===== config.mk =====
export PLATFORM = sky130hd
export DESIGN_NAME = arsf_cell
export DESIGN_NICKNAME = d
export VERILOG_FILES = /design/src/rtl/arp_reply_solicitation_filter_macros.svh /design/src/rtl/arsf_pkg.sv /design/src/rtl/arsf_cell.sv
export SDC_FILE = /design/constraint.sdc
export NUM_CORES = 1
export LEC_CHECK = 0
export ABC_AREA = 0
export BUFFER_PORTS_ARGS = -buffer_cell sky130_fd_sc_hd__buf_2
export CELL_PAD_IN_SITES_DETAIL_PLACEMENT = 1
export CELL_PAD_IN_SITES_GLOBAL_PLACEMENT = 2
export CORE_ASPECT_RATIO = 1.4
export CORE_UTILIZATION = 53
export DETAILED_ROUTE_END_ITERATION = 6
export GPL_TIMING_DRIVEN = 0
export PLACE_DENSITY = 0.87
export SKIP_CTS_REPAIR_TIMING = 1
export SLEW_MARGIN = 10
export SYNTH_ARGS = -nofsm -noshare
export SYNTH_HDL_FRONTEND = slang
export SYNTH_SLANG_ARGS = --single-unit

===== constraint.sdc =====
create_clock -name i_clk -period 21.9 [get_ports i_clk]
set_clock_uncertainty 0.1 [all_clocks]
set_input_delay 6.57 -clock i_clk [delete_from_list [all_inputs] [get_ports i_clk]]
set_output_delay 6.57 -clock i_clk [all_outputs]
set_load 0.02 [all_outputs]

===== src/rtl/arp_reply_solicitation_filter_macros.svh =====
// Assertion macros shared by the ARP reply filter RTL.
`ifndef ARP_REPLY_SOLICITATION_FILTER_MACROS_SVH
`define ARP_REPLY_SOLICITATION_FILTER_MACROS_SVH

// Generic clocked check with an explicit clock and active-low reset.
`define ARSF_ASSERT(lbl, clk, rst_n, prop, msg) \
    lbl: assert property (@(posedge clk) disable iff (!rst_n) prop) else $error(msg);

// Same check on the block's own clock and reset.
`define ARSF_CHK(lbl, prop, msg) `ARSF_ASSERT(lbl, i_clk, i_rst_n, prop, msg)

`endif


===== src/rtl/arsf_pkg.sv =====
// Package: sizes, codes and types shared by the ARP reply filter.
`default_nettype none

package arsf_pkg;

    localparam int TABLE_ENTRIES = 256;
    localparam int CELL_ROWS     = 16;
    localparam int ROW_W         = $clog2(CELL_ROWS);
    localparam int NUM_CELLS     = (TABLE_ENTRIES + CELL_ROWS - 1) / CELL_ROWS;
    localparam int CELL_W        = (NUM_CELLS > 1) ? $clog2(NUM_CELLS) : 1;
    localparam int IDX_W         = CELL_W + ROW_W;
    localparam int FILL_W        = IDX_W + 1;
    localparam int IP_W          = 32;
    localparam int CNT_W         = 32;

    localparam logic [15:0] ETHERTYPE_ARP  = 16'h0806;
    localparam logic [15:0] ETHERTYPE_IPV4 = 16'h0800;
    localparam logic [15:0] OPCODE_REQUEST = 16'd1;
    localparam logic [15:0] OPCODE_REPLY   = 16'd2;
    localparam logic [CNT_W-1:0] COUNT_MAX = '1;

    typedef enum logic [1:0] {
        ST_IDLE,
        ST_SCAN,
        ST_UPDATE,
        ST_RESULT
    } t_state;

    typedef enum logic [1:0] {
        OP_NONE,
        OP_REQUEST,
        OP_REPLY
    } t_op;

    // search token walking down the cell chain, one per table row
    typedef struct packed {
        logic [ROW_W-1:0] row;
        logic             hit;
        logic [IDX_W-1:0] hit_idx;
        logic [CNT_W-1:0] hit_count;
    } t_token;

    // table write broadcast to all cells
    typedef struct packed {
        logic             en;
        logic [IDX_W-1:0] idx;
        logic [IP_W-1:0]  addr;
        logic [CNT_W-1:0] count;
    } t_write;

    typedef struct packed {
        logic             table_full;
        logic [CNT_W-1:0] count_after;
        logic             tracked;
        logic             drop;
    } t_result;

endpackage

`default_nettype wire


===== src/rtl/arsf_cell.sv =====
// One chain cell: a slice of the address table plus its search stage.
`default_nettype none

module arsf_cell (
    input  logic                          i_clk,
    input  logic                          i_rst_n,
    input  logic [arsf_pkg::CELL_W-1:0]   i_cell_id,
    input  logic [arsf_pkg::IP_W-1:0]     i_key,
    input  logic [arsf_pkg::FILL_W-1:0]   i_fill,
    input  arsf_pkg::t_write              i_wr,
    input  logic                          i_tok_valid,
    input  arsf_pkg::t_token              i_tok,
    output logic                          o_tok_valid,
    output arsf_pkg::t_token              o_tok
);
    import arsf_pkg::*;

    logic [IP_W-1:0]  r_addr  [CELL_ROWS];
    logic [CNT_W-1:0] r_count [CELL_ROWS];
    logic             r_vld;
    t_token           r_tok;
    t_token           n_tok;
    logic [IDX_W-1:0] w_idx;
    logic             w_match;

    // slot number of this row; slots below the fill mark are in use
    assign w_idx   = {i_cell_id, i_tok.row};
    assign w_match = ({1'b0, w_idx} < i_fill) && (r_addr[i_tok.row] == i_key);

    always_comb begin
        n_tok = i_tok;
        if (i_tok_valid && w_match && !i_tok.hit) begin
            n_tok.hit       = 1'b1;
            n_tok.hit_idx   = w_idx;
            n_tok.hit_count = r_count[i_tok.row];
        end
    end

    always_ff @(posedge i_clk) begin
        if (!i_rst_n) begin
            r_vld <= 1'b0;
        end else begin
            r_vld <= i_tok_valid;
        end
    end

    always_ff @(posedge i_clk) begin
        r_tok <= n_tok;
        if (i_wr.en && (i_wr.idx[IDX_W-1 -: CELL_W] == i_cell_id)) begin
            r_addr[i_wr.idx[ROW_W-1:0]]  <= i_wr.addr;
            r_count[i_wr.idx[ROW_W-1:0]] <= i_wr.count;
        end
    end

    assign o_tok_valid = r_vld;
    assign o_tok       = r_tok;

endmodule

`default_nettype wire


======== Yosys cells after proc, flatten, opt, wreduce, memory -nomap -nowiden ========
Memory sizes are Yosys's and may differ from the RTL's.
Index checks and enable logic that the tools add are counted.
storage, ports and cells
  bits in writable memories ............... 1024
  input port bits ......................... 166
  bits in registers ....................... 46
  memories kept ........................... 2
  logic and storage cells ................. 18
memories
  name     depth  bits a word  rd ports  clocked after Yosys merged registers in  write ports  RTL line         source
  r_addr   16     32           1         0                                        1            arsf_cell.sv:18  logic [IP_W-1:0] r_addr [CELL_ROWS];
  r_count  16     32           1         0                                        1            arsf_cell.sv:19  logic [CNT_W-1:0] r_count [CELL_ROWS];
cells by class
  eq/ne operators ......................... 2
  reduce and logical (&&, ||, !) cells .... 5
  multiplexer cells ....................... 3
  order comparisons ....................... 1
operators with widths
  operator                                               count
  40-bit two-way mux                                     1
  32-bit equality test                                   1
  8-bit by 9-bit less-than comparator with 1-bit output  1
  4-bit equality test                                    1
  1-bit logical AND                                      4
  1-bit two-way mux                                      2
  1-bit logical NOT                                      1

======== Longest topological paths before layout ========
An unclocked memory read counts as a cell.
  word-level depth ........................ 6
  gate-level depth with buffers ........... 14
  mapped depth without buffers ............ 9

======== Least setup slack after synthesis ========
OpenSTA, ideal clock, no wires.
  kind .................................... in2reg
  start ................................... input port i_cell_id[0] in the netlist's numbering
  end ..................................... memory r_addr[0][0], enable pin
  data arrival time ....................... 11.903 ns
  setup slack ............................. 9.331 ns
  cell stages on the path ................. 6
  required time ........................... 21.235 ns
  cell sequence ........................... inv_1 a222oi_1 nor4b_1 nor2b_1 nand2b_1 nor3_1
on the way
  word-level cells in the longest chain between the ends .. 4
ends and longest elaborated chain
  what                                     RTL line         source
  from (decl)                              arsf_cell.sv:7   input logic [arsf_pkg::CELL_W-1:0] i_cell_id,
  4-bit equality test                      arsf_cell.sv:49  if (i_wr.en && (i_wr.idx[IDX_W-1 -: CELL_W] == i_cell_id)) begin
  1-bit logical AND                        arsf_cell.sv:49
  1-bit two-way mux                        arsf_cell.sv:49
  1-bit two-way mux (implied by the code)  arsf_cell.sv:50  r_addr[i_wr.idx[ROW_W-1:0]] <= i_wr.addr;
  to (decl)                                arsf_cell.sv:18
Every way passes these cells.

==> flow_metrics.env <==
export IMPL_crit_path_end_kind="flop"
export IMPL_dieArea_um2=79400
export IMPL_grt_pass1_vias=22900
export IMPL_period_minus_slack_ns=10.48
export IMPL_finalMaxSlewViolations=0
export IMPL_port_buffers=211
export IMPL_worstReg2RegStart="r_addr[15][7]$_DFFE_PP_"
export IMPL_initial_utilization=0.5341
export IMPL_synth_top_family_by_area="multiplexers"
export IMPL_synth_common_cells="edfxtp_1, mux4_2, mux2i_1"
export IMPL_finalNonFillerCells=3335
export IMPL_reg2regPathDepth=10
export IMPL_worstPathMaxFanout=10
export IMPL_post_dp_hpwl_mm=76.82
export IMPL_routed_wirelength_mm=114.9
export IMPL_slowest_stage="clkbuf_1"
export IMPL_start_kind="primary input"
export IMPL_p_leak_nw=16.14
export IMPL_synth_most_common_cell="edfxtp_1"
export IMPL_cts_buffer_depth=3
export IMPL_synth_simple_area_share=0.01641
export IMPL_critical_path_arrival_ns=10.94
export IMPL_tns_ns=0
export IMPL_grt_max_degree=21
export IMPL_setup_ws_ns=11.42
export IMPL_synth_cells=1803
export IMPL_drtIter0Drc=1930
export IMPL_dp_cells=3139
export IMPL_whs_endpoint="o_tok[9]$_DFF_P_"
export IMPL_worstHoldStart="r_count[12][9]$_DFFE_PP_"
export IMPL_rsz0062_at_grt="no"
export IMPL_num_vias=21170
export IMPL_yosysTopAreaCell="edfxtp_1"
export IMPL_wl_per_cell_um=34.44
export IMPL_cts_tree="yes"
export IMPL_crit_type="primary input to flop"
export IMPL_synth_edf_count=1024
export IMPL_worstPathRequired_ns=22.35
export IMPL_synth_area_top_cells="edfxtp_1, mux4_2, dfxtp_1"
export IMPL_drive_gt1_frac=0.3594
export IMPL_drt_first_pass_iters=5
export IMPL_antenna_found_initial=15
export IMPL_synth_compound_area_share=0.01457
export IMPL_numCtsBuffers=98
export IMPL_ios=212
export IMPL_cp_cell_sequence="buf_2, buf_2, buf_4, buf_2, buf_6, clkbuf_1, clkbuf_1, mux4_2, mux4_2, mux2_4"
export IMPL_root_buffer="clkbuf_16"
export IMPL_outcome="completed"
export IMPL_r2r_slack_ns=18.08
export IMPL_grt_usage=0.2950
export IMPL_cp_common_cell="buf_2"
export IMPL_hold_class="flop to flop"
export IMPL_via_per_inst=6.348
export IMPL_synth_top_cell_area_share=0.7413
export IMPL_final_nets=2367
export IMPL_row_count=121
export IMPL_timing_hold_ws_ns=0.8294
export IMPL_clock_sinks=1070
export IMPL_vdd_drop_max_v=0.00007147
export IMPL_synth_top_flop_cell="edfxtp_1"
export IMPL_clk_pin_slew_ns=0.07
export IMPL_globalRouteOverflowTotal=0
export IMPL_ys_seq_area_frac=0.7635
export IMPL_setup_viol=0
export IMPL_reg2reg_to="o_tok[3]$_DFF_P_"
export IMPL_synthArstFlopShare=0
export IMPL_cap_violations=0
export IMPL_pre_cts_ws_ns=10.69
export IMPL_postSynthAreaPerCell_um2=23.01
export IMPL_netlist_area_um2=41480
export IMPL_p_per_area_nw_per_um2=88.61
export IMPL_fillers=6295
export IMPL_place_congestion=0.7754
export IMPL_muxShareOfSynthArea=0.1777
export IMPL_slew_headroom=0.3120
export IMPL_period_share=0.4786
export IMPL_clkLatencyLatePin_ns=0.68
export IMPL_cts_htree_levels=3
export IMPL_max_freq_ghz=0.09540
export IMPL_tightest_slew_ns=1.032
export IMPL_synth_nets=1976
export IMPL_yosys_area_share_xor_xnor=0.008446
export IMPL_area_growth_pct=17.18
export IMPL_coreArea_um2=77670
export IMPL_startpoint="i_tok[43]"
export IMPL_holdPathStages=3
export IMPL_ys_warnings_count=0
export IMPL_grt_pass1_wl_mm=162.9
export IMPL_cp_slowest_stage_delay_ns=0.78
export IMPL_finalHoldViolCount=0
export IMPL_drcViolationCount=0
export IMPL_die_x_um=238.4
export IMPL_ant_nets=0
export IMPL_synth_distinct_cells=67
export IMPL_synthAdderAreaFrac=0.002111
export IMPL_ys_ff_latch=1070
export IMPL_die_h_um=333.0
==> worst max-delay path, delay by kind of cell <==
kind	cells	cell delay [ns]
buffers and inverters	7	3.06
multiplexers	3	1.26
==> layout make-up <==
| class | instances | area, um2 | area share |
|---|---|---|---|
| multi-input combinational | 636 | 9205 | 0.1894 |
| inverter | 12 | 45.04 | 0.0009267 |
| buffer | 85 | 669.4 | 0.01377 |
| timing repair buffer | 291 | 2273 | 0.04677 |
| clock buffer | 127 | 2664 | 0.05480 |
| clock inverter | 58 | 743.2 | 0.01529 |
| tap | 1045 | 1308 | 0.02690 |
| sequential | 1070 | 31670 | 0.6516 |
| antenna | 11 | 27.53 | 0.0005663 |
==> per-layer routing <==
| metal | wire, um | GRT usage | vias up |
|---|---|---|---|
| li1 | - | - | 8427 |
| met1 | 39770 | 0.3473 | 11390 |
| met2 | 62070 | 0.5291 | 1083 |
| met3 | 7798 | 0.04693 | 260 |
| met4 | 5168 | 0.1360 | 12 |
| met5 | 67 | 0 | - |
==> layout by cell type (no fill, tap or decap), types with 11 or more instances in the layout <==
master / synthesis / routed
buf_6: 15 / 32
mux4_2: 256 / 256
mux2i_1: 75 / 75
clkinv_1: 1 / 15
buf_12: 9 / 43
edfxtp_1: 1024 / 1024
nand2_1: 23 / 23
xnor2_1: 16 / 16
buf_2: 28 / 239
clkinv_2: 0 / 17
buf_4: 3 / 25
nor2_4: 0 / 12
clkbuf_1: 16 / 37
dfxtp_1: 46 / 46
clkbuf_16: 0 / 100
diode_2: 0 / 11
nand2b_1: 13 / 13
a22oi_1: 15 / 15
nor2_1: 26 / 14
bufinv_16: 0 / 16
inv_1: 11 / 11
xor2_1: 24 / 24
mux2_4: 39 / 39
nor2b_1: 11 / 11
==> cells by family after synthesis <==
group / Yosys count
buf+inv: 97
xor+xnor: 40
mux: 382
compound gates: 79
fa+ha+maj: 7
simple gates: 128
flops: 1070
==> power breakdown <==
part,internal (mW),switching (mW)
logic,0.0957,0.139
clock network,1.05,0.764
registers,2.25,0.00357
==> state kept, by name, summed over array words and instances (netlist names) <==
name / flops
r_addr: 512
r_count: 512
o_tok: 45
o_tok_valid: 1
==> metrics by stage <==
stage / cell area, um2 / utilization / total power, mW
floorplan: 41480 / - / 2.426
global placement: 43840 / 0.5645 / 2.516
detailed placement: 45170 / 0.5816 / 2.530
CTS: 48580 / 0.6255 / 4.326
global route: 48590 / 0.6256 / 4.399
finish: 48610 / 0.6258 / 4.307
==> how the worst max path moves through the flow <==
stage	end	depth (start not counted)
2_1_floorplan	r_addr[0][0]$_DFFE_PP_	6
3_3_place_gp	r_count[8][10]$_DFFE_PP_	6
3_5_place_dp	o_tok[29]$_DFF_P_	10
4_1_cts	o_tok[29]$_DFF_P_	10
5_1_grt	o_tok[29]$_DFF_P_	10
6_report	o_tok[29]$_DFF_P_	10
Power figures use the tool's default switching activity.
